[src/rtl/sha1bs_pkg.sv]
`default_nettype none
package sha1bs_pkg;
   localparam logic KIND_DATA   = 1'b0;
   localparam logic KIND_FINISH = 1'b1;
   localparam int   FIFO_DEPTH  = 4;
   localparam int   FIFO_AW     = 2;
   localparam int   WORDS       = 5;

   typedef struct packed {
      logic       kind;
      logic [7:0] data_byte;
   } item_type;

   localparam logic [31:0] IV0 = 32'h67452301;
   localparam logic [31:0] IV1 = 32'hEFCDAB89;
   localparam logic [31:0] IV2 = 32'h98BADCFE;
   localparam logic [31:0] IV3 = 32'h10325476;
   localparam logic [31:0] IV4 = 32'hC3D2E1F0;

   function automatic logic [31:0] round_k(input logic [6:0] r);
      logic [31:0] k;
      if (r < 7'd20)      k = 32'h5A827999;
      else if (r < 7'd40) k = 32'h6ED9EBA1;
      else if (r < 7'd60) k = 32'h8F1BBCDC;
      else                k = 32'hCA62C1D6;
      return k;
   endfunction

   function automatic logic [31:0] round_f(input logic [6:0] r,
                                           input logic [31:0] b,
                                           input logic [31:0] c,
                                           input logic [31:0] d);
      logic [31:0] f;
      if (r < 7'd20)      f = (b & c) | (~b & d);
      else if (r < 7'd40) f = b ^ c ^ d;
      else if (r < 7'd60) f = (b & c) | (b & d) | (c & d);
      else                f = b ^ c ^ d;
      return f;
   endfunction
endpackage
`default_nettype wire

[src/rtl/sha1bs_front.sv]
`default_nettype none
module sha1bs_front (
   input  wire                  clock,
   input  wire                  reset,
   input  wire                  req_push,
   output logic                 req_full,
   input  wire                  req_kind,
   input  wire  [7:0]           req_data_byte,
   output logic                 q_valid,
   output sha1bs_pkg::item_type q_item,
   input  wire                  q_take
);
   import sha1bs_pkg::*;

   item_type          mem_ff [FIFO_DEPTH];
   logic [FIFO_AW-1:0] wp_ff, wp_in, rp_ff, rp_in;
   logic [FIFO_AW:0]   cnt_ff, cnt_in;
   logic               wr, rd;

   assign req_full = (cnt_ff == (FIFO_AW+1)'(FIFO_DEPTH));
   assign q_valid  = (cnt_ff != '0);
   assign q_item   = mem_ff[rp_ff];
   assign wr = req_push && !req_full;
   assign rd = q_take && q_valid;

   // pointer update
   always_comb begin
      wp_in  = wr ? wp_ff + 1'b1 : wp_ff;
      rp_in  = rd ? rp_ff + 1'b1 : rp_ff;
      cnt_in = cnt_ff + (FIFO_AW+1)'(wr) - (FIFO_AW+1)'(rd);
   end

   always_ff @(posedge clock) begin
      if (reset) begin
         wp_ff <= '0; rp_ff <= '0; cnt_ff <= '0;
      end else begin
         wp_ff <= wp_in; rp_ff <= rp_in; cnt_ff <= cnt_in;
      end
   end

   // storage write
   always_ff @(posedge clock) begin
      if (wr) begin
         mem_ff[wp_ff] <= '{kind: req_kind, data_byte: req_data_byte};
      end
   end
endmodule
`default_nettype wire

[src/rtl/sha1bs_back.sv]
`default_nettype none
module sha1bs_back (
   input  wire                  clock,
   input  wire                  reset,
   input  wire                  q_valid,
   input  sha1bs_pkg::item_type q_item,
   output logic                 q_take,
   output logic                 rsp_empty,
   input  wire                  rsp_pop,
   output logic [31:0]          rsp_digest_word,
   output logic [2:0]           rsp_word_index,
   output logic                 rsp_last_word
);
   import sha1bs_pkg::*;

   localparam logic [2:0] S_IDLE = 3'd0;
   localparam logic [2:0] S_PAD  = 3'd1;
   localparam logic [2:0] S_COMP = 3'd2;
   localparam logic [2:0] S_ADD  = 3'd3;
   localparam logic [2:0] S_EMIT = 3'd4;

   logic [2:0]  st_ff, st_in;
   logic [31:0] h_ff [WORDS];
   logic [31:0] a_ff, b_ff, c_ff, d_ff, e_ff;
   logic [31:0] w_ff [16];
   logic [6:0]  rnd_ff;
   logic [5:0]  pos_ff;
   logic [63:0] bits_ff, total_ff;
   logic        fin_ff;
   logic        lenok_ff;
   logic [2:0]  oi_ff;
   logic [31:0] x, wnew, t;
   logic [63:0] len_sh;
   logic [7:0]  padb;
   logic        put, take_data, take_fin;
   logic [7:0]  putb;

   // schedule and round datapath
   always_comb begin
      x    = w_ff[13] ^ w_ff[8] ^ w_ff[2] ^ w_ff[0];
      wnew = {x[30:0], x[31]};
      t = {a_ff[26:0], a_ff[31:27]} + round_f(rnd_ff, b_ff, c_ff, d_ff) + e_ff
          + round_k(rnd_ff) + w_ff[0];
   end

   // padding byte: 0x80 first, zeros, length big-endian in the length block
   assign len_sh = total_ff << {pos_ff[2:0], 3'b000};
   always_comb begin
      if (!fin_ff)                           padb = 8'h80;
      else if (lenok_ff && pos_ff >= 6'd56)  padb = len_sh[63:56];
      else                                   padb = 8'h00;
   end

   assign q_take    = (st_ff == S_IDLE) && q_valid;
   assign take_data = q_take && (q_item.kind == KIND_DATA);
   assign take_fin  = q_take && (q_item.kind == KIND_FINISH);
   assign put  = take_data || (st_ff == S_PAD);
   assign putb = (st_ff == S_PAD) ? padb : q_item.data_byte;

   assign rsp_empty       = (st_ff != S_EMIT);
   assign rsp_digest_word = h_ff[oi_ff];
   assign rsp_word_index  = oi_ff;
   assign rsp_last_word   = (oi_ff == 3'(WORDS - 1));

   // next state
   always_comb begin
      st_in = st_ff;
      unique case (st_ff)
         S_IDLE: begin
            if (take_fin) st_in = S_PAD;
            else if (take_data && pos_ff == 6'd63) st_in = S_COMP;
         end
         S_PAD:  if (pos_ff == 6'd63) st_in = S_COMP;
         S_COMP: if (rnd_ff == 7'd79) st_in = S_ADD;
         S_ADD: begin
            if (!fin_ff) st_in = S_IDLE;
            else if (lenok_ff) st_in = S_EMIT;
            else st_in = S_PAD;
         end
         S_EMIT: if (rsp_pop && oi_ff == 3'(WORDS - 1)) st_in = S_IDLE;
         default: st_in = S_IDLE;
      endcase
   end

   // control state, counters and padding flags
   always_ff @(posedge clock) begin
      if (reset) begin
         st_ff <= S_IDLE; pos_ff <= '0; bits_ff <= '0; total_ff <= '0;
         fin_ff <= 1'b0; lenok_ff <= 1'b0; oi_ff <= '0;
      end else begin
         st_ff <= st_in;
         if (put) pos_ff <= pos_ff + 6'd1;
         if (take_data) bits_ff <= bits_ff + 64'd8;
         else if (st_ff == S_EMIT && st_in == S_IDLE) bits_ff <= '0;
         if (take_fin) total_ff <= bits_ff;
         // 0x80 placed once the first pad byte is written
         if (st_ff == S_PAD) fin_ff <= 1'b1;
         else if (st_ff == S_EMIT) fin_ff <= 1'b0;
         // length fits when 0x80 lands before byte 56, else in the next block
         if (st_ff == S_EMIT) lenok_ff <= 1'b0;
         else if ((st_ff == S_PAD && !fin_ff && pos_ff < 6'd56)
                  || (st_ff == S_ADD && fin_ff)) lenok_ff <= 1'b1;
         if (st_ff == S_EMIT && rsp_pop)
            oi_ff <= (oi_ff == 3'(WORDS - 1)) ? 3'd0 : oi_ff + 3'd1;
      end
   end

   // byte collection into the word window, then schedule shifting
   always_ff @(posedge clock) begin
      if (put) begin
         if (pos_ff[1:0] == 2'd0)
            for (int i = 0; i < 15; i++) w_ff[i] <= w_ff[i+1];
         w_ff[15] <= {w_ff[15][23:0], putb};
      end else if (st_ff == S_COMP) begin
         for (int i = 0; i < 15; i++) w_ff[i] <= w_ff[i+1];
         w_ff[15] <= wnew;
      end
   end

   // one round per cycle
   always_ff @(posedge clock) begin
      if (st_in == S_COMP && st_ff != S_COMP) begin
         rnd_ff <= '0;
         a_ff <= h_ff[0]; b_ff <= h_ff[1]; c_ff <= h_ff[2];
         d_ff <= h_ff[3]; e_ff <= h_ff[4];
      end else if (st_ff == S_COMP) begin
         rnd_ff <= rnd_ff + 7'd1;
         a_ff <= t; b_ff <= a_ff; c_ff <= {b_ff[1:0], b_ff[31:2]};
         d_ff <= c_ff; e_ff <= d_ff;
      end
   end

   // chaining words: fold after each block, restart after the digest
   always_ff @(posedge clock) begin
      if (reset || (st_ff == S_EMIT && st_in == S_IDLE)) begin
         h_ff[0] <= IV0; h_ff[1] <= IV1; h_ff[2] <= IV2; h_ff[3] <= IV3;
         h_ff[4] <= IV4;
      end else if (st_ff == S_ADD) begin
         h_ff[0] <= h_ff[0] + a_ff; h_ff[1] <= h_ff[1] + b_ff;
         h_ff[2] <= h_ff[2] + c_ff; h_ff[3] <= h_ff[3] + d_ff;
         h_ff[4] <= h_ff[4] + e_ff;
      end
   end
endmodule
`default_nettype wire

[src/rtl/sha1_byte_stream_hasher_top.sv]
// SHA-1 over a byte stream. Push a kind=0 transaction per message byte and a
// kind=1 transaction to finish; five digest words then appear, word 0 first,
// the fifth flagged last. Every 64th byte starts a compression (80 rounds at
// one per cycle plus the chain update) during which a 4-entry queue keeps
// taking bytes. Finish pads out the current block and compresses it; when
// 0x80 lands at byte 56 or later a second block of 64 pad bytes follows. The
// words then leave one per pop.
`default_nettype none
module sha1_byte_stream_hasher_top (
   input  wire         clock,
   input  wire         reset,
   input  wire         req_push,
   output logic        req_full,
   input  wire         req_kind,
   input  wire  [7:0]  req_data_byte,
   output logic        rsp_empty,
   input  wire         rsp_pop,
   output logic [31:0] rsp_digest_word,
   output logic [2:0]  rsp_word_index,
   output logic        rsp_last_word
);
   import sha1bs_pkg::*;

   logic     q_valid, q_take;
   item_type q_item;

   sha1bs_front u_front (.clock, .reset, .req_push, .req_full, .req_kind,
      .req_data_byte, .q_valid, .q_item, .q_take);

   sha1bs_back u_back (.clock, .reset, .q_valid, .q_item, .q_take, .rsp_empty,
      .rsp_pop, .rsp_digest_word, .rsp_word_index, .rsp_last_word);
endmodule
`default_nettype wire

[config.mk]
export PLATFORM = sky130hd
export DESIGN_NAME = sha1_byte_stream_hasher_top
export DESIGN_NICKNAME = d
export VERILOG_FILES = /design/src/rtl/sha1bs_pkg.sv /design/src/rtl/sha1bs_front.sv /design/src/rtl/sha1bs_back.sv /design/src/rtl/sha1_byte_stream_hasher_top.sv
export SDC_FILE = /design/constraint.sdc
export NUM_CORES = 2
export LEC_CHECK = 0
export ABC_AREA = 1
export BUFFER_PORTS_ARGS = -buffer_cell sky130_fd_sc_hd__clkbuf_2
export CAP_MARGIN = 10
export CORE_MARGIN = 1.5
export CORE_UTILIZATION = 55
export CTS_CLUSTER_DIAMETER = 150
export DETAILED_ROUTE_END_ITERATION = 10
export PLACE_DENSITY = 0.7
export SYNTH_ARGS = -nofsm -noshare
export SYNTH_HDL_FRONTEND = slang
export SYNTH_HIERARCHICAL = 1
export SYNTH_SLANG_ARGS = --single-unit
[constraint.sdc]
create_clock -name clock -period 29.6 [get_ports clock]
set_clock_uncertainty 0.2 [all_clocks]
set_input_delay 1.48 -clock clock [delete_from_list [all_inputs] [get_ports clock]]
set_output_delay 1.48 -clock clock [all_outputs]
set_load 0.01 [all_outputs]
[After elaboration in Yosys (flattened, before gate mapping)]
Memories as Yosys holds them, arrays and structs flattened. A register that Yosys moved wholly into a read port is not among the register bits.
Cells that the tools add are included.
Storage, ports and cells
  register bits after elaboration: 316
  input port bits: 13
  output and inout port bits: 38
  memories kept: 3
  bits in writable memories: 708
Cells by class
  shift operators: 1
  bitwise logic cells: 35
  equal/unequal tests: 11
  reductions and logical operators: 27
  order comparisons: 5
  $add $sub $neg: 17
  multiplexer cells: 72
Memory list
  u_back.w_ff: depth 16, width 32, read ports 16, clocked after Yosys merged registers in 0, write ports 16, RTL line sha1bs_back.sv:25  | logic [31:0] w_ff [16];
  u_back.h_ff: depth 5, width 32, read ports 6, clocked after Yosys merged registers in 1, write ports 5, RTL line sha1bs_back.sv:23  | logic [31:0] h_ff [WORDS];
  u_front.mem_ff: depth 4, width 9, read ports 1, clocked after Yosys merged registers in 1, write ports 1, RTL line sha1bs_front.sv:15  | item_type mem_ff [FIFO_DEPTH];
Operator list (count)
  2-to-1 mux 32 bit: 36
  adder 32 bit: 9
  bitwise XOR 32 bit: 5
  bitwise AND 32 bit: 4
  2-to-1 mux 64 bit: 2
  OR 32 bit: 3
  adder 64 x 4 -> 64 bit (second input constant): 1
  left shift 64 x 6 -> 64 bit: 1
  NOT 32 bit: 1
  2-to-1 mux 31 bit: 1
  2-to-1 mux 3 bit: 10
  2-to-1 mux 8 bit: 3
  OR 1 bit: 21
  2-to-1 mux 1 bit: 17
  one-hot mux 3 bit (5 select lines): 1
  logical AND 1 bit: 14
  less-than comparator 7 x 6 -> 1 bit (second input constant): 2
  == test 3 x 2 -> 1 bit (second input constant): 3
  == test 3 bit (second input constant): 3
  adder 7 x 1 -> 7 bit (second input constant): 1
  == test 7 bit (second input constant): 1
  less-than comparator 7 x 5 -> 1 bit (second input constant): 1
  adder 6 x 1 -> 6 bit (second input constant): 1
  == test 6 bit (second input constant): 1
  18 further kinds: 26

[Longest topological paths before layout]
  depth in word-level cells: 13
  mapped depth: 28
  depth with buffers taken out: 27

[Modules after synthesis]
Netlist, hierarchy kept.
Modules (own cells, without submodules)
  sha1bs_back: area an instance 54064.4 um2, times used 1, cells each 5951
  sha1bs_front: area an instance 1854.3 um2, times used 1, cells each 153

[Least setup slack after synthesis]
Ideal clock, no wire load.
  path kind: register to register
  from: register (tool-made name)
  to: memory u_back.w_ff[0][0] (enable)
  setup time: 3469 ps
  slack: 16647 ps
  arrival: 9285 ps
  stages on the path, launching flop included: 13
  required time: 25931 ps
  buffers on the path: 4
  path through: dfxtp_1 buf_6 inv_8 buf_12 nor2_1 o22ai_1 clkbuf_1 inv_1 nand2_2 nand2_4 clkbuf_1 nand2_1 nand2_1
RTL lines (RTL line)
  to (decl): sha1bs_back.sv:25

[Worst setup path in the final report]
  from: register u_back.rnd_ff[2]
  to: register u_back.a_ff[14] (data pin)
Between the ends
  word-level cells in the longest chain between the ends: 10
  elaborated cells on any way between the ends: 20
  those cells by class: 4 x add/sub; 3 x order compare; 2 x eq/ne; 10 x mux; 1 x reduce/logical
Ends and longest elaborated chain
  from (decl): RTL line sha1bs_back.sv:26  | logic [6:0] rnd_ff;
  from (signal assigned): RTL line sha1bs_back.sv:127  | rnd_ff <= rnd_ff + 7'd1;
  less-than comparator 7 x 6 -> 1 bit: RTL line sha1bs_pkg.sv:24, sha1bs_pkg.sv:36
  2-to-1 mux 32 bit: RTL line sha1bs_pkg.sv:36  | else if (r < 7'd60) f = (b & c) | (b & d) | (c & d);
  2-to-1 mux 32 bit: RTL line sha1bs_pkg.sv:35  | else if (r < 7'd40) f = b ^ c ^ d;
  2-to-1 mux 32 bit: RTL line sha1bs_pkg.sv:34  | if (r < 7'd20) f = (b & c) | (~b & d);
  adder 32 bit (2 in series): RTL line sha1bs_back.sv:42  | t = {a_ff[26:0], a_ff[31:27]} + round_f(rnd_ff, b_ff, c_ff, d_ff) + e_ff
  adder 32 bit (2 in series): RTL line sha1bs_back.sv:43  | + round_k(rnd_ff) + w_ff[0];
  2-to-1 mux 32 bit: RTL line sha1bs_back.sv:126  | end else if (st_ff == S_COMP) begin
  2-to-1 mux 32 bit *: RTL line sha1bs_back.sv:122  | if (st_in == S_COMP && st_ff != S_COMP) begin
  to (signal assigned): RTL line sha1bs_back.sv:124  | a_ff <= h_ff[0]; b_ff <= h_ff[1]; c_ff <= h_ff[2];
  to (decl): RTL line sha1bs_back.sv:24  | logic [31:0] a_ff, b_ff, c_ff, d_ff, e_ff;
Every way passes the cells marked *; elsewhere a longest branch is shown, timed or not. The select of a mux whose other input is x is not followed.
A chain may end at the register's enable or synchronous reset.

==> metrics.md <==
| Metric | Value |
|---|---|
| Ranking of synthesized cells by area | sky130_fd_sc_hd__edfxtp_1, sky130_fd_sc_hd__nand2_1, sky130_fd_sc_hd__dfxtp_1 |
| Sink Count | 1023 |
| Cell Chain, Critical Path | nand2_1, nor2_1, nor2_1, nand2_2, nand2_2, inv_2, a221oi_1, fa_1, inv_1, fa_1, inv_1, fa_1, inv_1, ha_1, a21oi_1, o21ai_0, a21oi_1, nand2_1, or2_2, nand3_1, nand2_1 |
| Largest area contributor in the synthesized netlist | sky130_fd_sc_hd__edfxtp_1 |
| Crit share post-route | 22.9% |
| Post-synthesis sequential area ratio | 52.2% |
| RSZ-0062 raised after global routing | no |
| Kind of end point of the critical path | register |
| RR Startpoint | u_back/rnd_ff[2] |
| Global-route wire length before repair | 263 mm |
| Total length of routed wires | 178 mm |
| Yosys Warn Count | 6 |
| Areal power density over the cells | 80.9 nW/um^2 |
| Highest clock frequency the design can meet | 148 MHz |
| Number of standard-cell rows in the floorplan | 116 |
| Setup slack at placement | 23070 ps |
| Multi-input combinational cell area | 23000 um^2 |
| Worst hold slack across all endpoints | 181 ps |
| Post-cts resize count | 0 |
| Total die area | 104000 um^2 |
| Maximum buffer depth of the clock tree | 3 |
| Top fanout value on the critical path | 18 |
| Count of hold-fix buffers inserted at cts | 0 |
| Worst endpoint data arrival time | 7020 ps |
| Detailed placement HPWL | 135 mm |
| Starting Density | 55.7% |
| Classification of the worst setup path | reg2reg |
| Number of buffer and inverter instances along the worst setup path | 4 |
| Overall via count from detail_route | 44500 |
| Weighted congestion at the end of routability-driven global placement | 1.06 |
| Post-DR vias/cell | 5.88 |
| Clock-pin slew of the registers on the worst-case setup and hold paths | 70 ps |
| Detailed-route DRC error count | 0 |
| Synth Instances | 6104 |
| Y dimension of the die | 322 um |
| Sum of negative setup slack | 0 ps |
| Ys async rst share | 0% |
| Initial detailed-routing violation count | 5452 |
| Relative max-transition margin | 21.2% |
| Result of the run | complete, no violations |
| CP top delay family | simple AND/OR/NAND/NOR gates |
| Delay of the slowest critical-path stage | 640 ps |
| Area Growth Syn to Fin | 8.95% |
| Average cell area after synthesis | 9.16 um^2 |
| Fraction of final layout cells sized beyond drive strength 1 | 4.74% |
| Final setup margin | 22820 ps |
| EDFF count, synth | 868 |
| Required @ worst endpoint | 29840 ps |
| Instance area after placement | 57400 um^2 |
| Number of synthesized register bits | 1023 |
| Register cell area after layout | 29200 um^2 |
| Post-Layout Inst Area | 60900 um^2 |
| Kind of launch point of the worst setup path | register |
| Hold Violations, Final | 0 |
| Number of nets at the end of the flow | 6478 |
| TritonCTS clock tree | yes |
| Later-pin clock latency in the skew report | 740 ps |
| Number of levels the H-tree was split into | 3 |
| Worst voltage drop across the vdd grid | 0.000110 V |
| Count of fill cells added during filler insertion | 8808 |
| Post-layout utilization of the core | 60.7% |
| # setup viols final | 0 |
| Antenna violations before repair | 0 |
| Detailed Routing Iterations Pass 1 | 7 |
| Overall global routing resource usage | 34.4% |
| Area of the placeable core | 100000 um^2 |
| Leakage | 23.7 nW |
| Worst setup startpoint | u_back/rnd_ff[2] |
| Area share of the largest cell type after synthesis | 46.6% |
| Source of the worst hold timing path | u_back/w_ff[1][145] |
| Wire length per cell | 23.5 um |
| Slew Limit Fails | 0 |
| Post-CTS repair timing setup buffer count | 0 |
| I/O pin cnt | 51 |
| Largest net degree at the start of global routing | 187 |
| Number of port buffers | 50 |
| Root Buffer | sky130_fd_sc_hd__clkbuf_16 |
| Post-synth net total | 6448 |
| Slew at the pin closest to its max-slew limit | 1180 ps |
| Number of global-route vias before repair | 41600 |
| Netlist cell types | 57 |
| Library cell contributing the largest single delay on the critical path | sky130_fd_sc_hd__a221oi_1 |
| Number of nets with antenna violations after detailed routing | 0 |
| Remaining global-route overflow | 0 |
| Dominant synthesized flop cell | sky130_fd_sc_hd__edfxtp_1 |
| Type of the worst min-delay path | reg2reg |
| Clock buffer count from CTS | 108 |
| Cell area after technology mapping | 55900 um^2 |
| Final Critical Period | 6780 ps |
| DIE WIDTH | 322 um |
| Max-cap viol count | 0 |
kinds of logic (layout without fill, tap and decap cells):
family | Yosys count | after routing | share of synthesized area (%)
adders and majority gates | 331 | 331 | 9.10
and+or+nand+nor | 2526 | 2526 | 18.8
buffers and inverters | 980 | 1094 | 6.87
DFF | 1023 | 1023 | 52.2
muxes | 1 | 1 | 0.0179
other | 0 | 5 | 0
xor gates and xnor gates | 147 | 147 | 2.30
AOI/OAI and AO/OA | 1096 | 1096 | 10.7
power by group:
part	internal (mW)	total, mW	switching, mW
sequential	2.23	2.43	0.199
clock	0.762	1.35	0.593
combinational	0.335	1.15	0.813
total	3.33	4.93	1.61
placed cells by master, fill, tap and decap left out, types with 7 or more instances in the layout:
master,Yosys,routed
sky130_fd_sc_hd__a211oi_1,7,7
sky130_fd_sc_hd__a21boi_0,9,9
sky130_fd_sc_hd__a21o_1,15,15
sky130_fd_sc_hd__a21oi_1,461,461
sky130_fd_sc_hd__a221oi_1,17,17
sky130_fd_sc_hd__a31oi_1,42,42
sky130_fd_sc_hd__buf_4,5,23
sky130_fd_sc_hd__bufinv_16,0,8
sky130_fd_sc_hd__clkbuf_1,101,20
sky130_fd_sc_hd__clkbuf_16,0,109
sky130_fd_sc_hd__clkbuf_2,2,49
sky130_fd_sc_hd__clkinv_1,1,17
sky130_fd_sc_hd__clkinv_2,0,20
sky130_fd_sc_hd__dfxtp_1,155,153
sky130_fd_sc_hd__edfxtp_1,868,868
sky130_fd_sc_hd__fa_1,126,126
sky130_fd_sc_hd__ha_1,205,205
sky130_fd_sc_hd__inv_1,816,815
sky130_fd_sc_hd__nand2_1,1289,1285
sky130_fd_sc_hd__nand3_1,396,395
sky130_fd_sc_hd__nand3b_1,17,17
sky130_fd_sc_hd__nand4_1,68,68
sky130_fd_sc_hd__nor2_1,615,615
sky130_fd_sc_hd__nor3_1,70,70
sky130_fd_sc_hd__nor4_1,14,14
sky130_fd_sc_hd__o211ai_1,42,42
sky130_fd_sc_hd__o21a_1,21,21
sky130_fd_sc_hd__o21ai_0,360,360
sky130_fd_sc_hd__o21ai_1,52,52
sky130_fd_sc_hd__o21bai_1,32,32
sky130_fd_sc_hd__o22ai_1,20,20
sky130_fd_sc_hd__or2_2,27,27
sky130_fd_sc_hd__xnor2_1,106,106
sky130_fd_sc_hd__xor2_1,41,41
layout make-up:
class	instances	share of cell area, %
Timing Repair Buffer	74	0.727
Multi-Input combinational cell	4101	37.7
Sequential cell	1023	47.9
Inverter	826	5.11
Tap cell	1357	2.79
Clock inverter	60	1.09
Clock buffer	134	4.70
Antenna cell	5	0.0205
path summary, 6_finish.rpt:
check                         to  slack, ps  cells after the start
max              u_back/a_ff[14]      22820                     21
min          u_back/w_ff[1][113]        180                      0
max reg2reg      u_back/a_ff[14]      22820                     21
min reg2reg  u_back/w_ff[1][113]        180                      0
metrics by stage:
stage          cells  total power [mW]
5_1_grt         7575              5.18
6_report        7580              4.93
2_1_floorplan   6104              3.39
4_1_cts         7575              4.95
3_3_place_gp    7381              3.56
3_5_place_dp    7381              3.59
cells in the mapped netlist (3+ instances only):
library cell and number:
sky130_fd_sc_hd__o21ai_0 360, sky130_fd_sc_hd__and3_1 3, sky130_fd_sc_hd__nor3b_1 5, sky130_fd_sc_hd__a221oi_1 17, sky130_fd_sc_hd__nor2_1 615, sky130_fd_sc_hd__clkbuf_1 101, sky130_fd_sc_hd__nand2_2 5, sky130_fd_sc_hd__a211oi_1 7
sky130_fd_sc_hd__nor4_1 14, sky130_fd_sc_hd__nand4_1 68, sky130_fd_sc_hd__xnor2_1 106, sky130_fd_sc_hd__a22oi_1 6, sky130_fd_sc_hd__buf_4 5, sky130_fd_sc_hd__fa_1 126, sky130_fd_sc_hd__o221ai_1 4, sky130_fd_sc_hd__inv_1 816
sky130_fd_sc_hd__o21a_1 21, sky130_fd_sc_hd__nand2b_1 6, sky130_fd_sc_hd__a31oi_1 42, sky130_fd_sc_hd__buf_1 6, sky130_fd_sc_hd__a21boi_0 9, sky130_fd_sc_hd__ha_1 205, sky130_fd_sc_hd__o21ai_1 52, sky130_fd_sc_hd__o22ai_1 20
sky130_fd_sc_hd__o21bai_1 32, sky130_fd_sc_hd__nand3_1 396, sky130_fd_sc_hd__nor3_1 70, sky130_fd_sc_hd__nand3b_1 17, sky130_fd_sc_hd__a21oi_1 461, sky130_fd_sc_hd__inv_2 7, sky130_fd_sc_hd__edfxtp_1 868, sky130_fd_sc_hd__o21ai_2 3
sky130_fd_sc_hd__buf_6 11, sky130_fd_sc_hd__xor2_1 41, sky130_fd_sc_hd__buf_2 28, sky130_fd_sc_hd__nand2_1 1289, sky130_fd_sc_hd__a21o_1 15, sky130_fd_sc_hd__dfxtp_1 155, sky130_fd_sc_hd__or2_2 27, sky130_fd_sc_hd__o211ai_1 42
metal layers:
layer	global-route usage (%)	wire (um)	up-vias
met5	0	0	-
met3	5.83	15200	436
li1	-	-	20700
met1	48.0	74700	21400
met4	18.3	10900	0
met2	51.5	77600	2080
registers in the layout, summed over array words and instances, names as in the netlist, 6 cells and up, named ones only:
signal	flops
u_back/total_ff	61
u_back/d_ff	32
u_back/pos_ff	6
u_back/h_ff	160
u_front/mem_ff	36
u_back/rnd_ff	7
u_back/b_ff	32
u_back/e_ff	32
u_back/w_ff	512
u_back/c_ff	32
u_back/a_ff	32
u_back/bits_ff	61
Note: power is estimated with default switching activity, not from simulation.
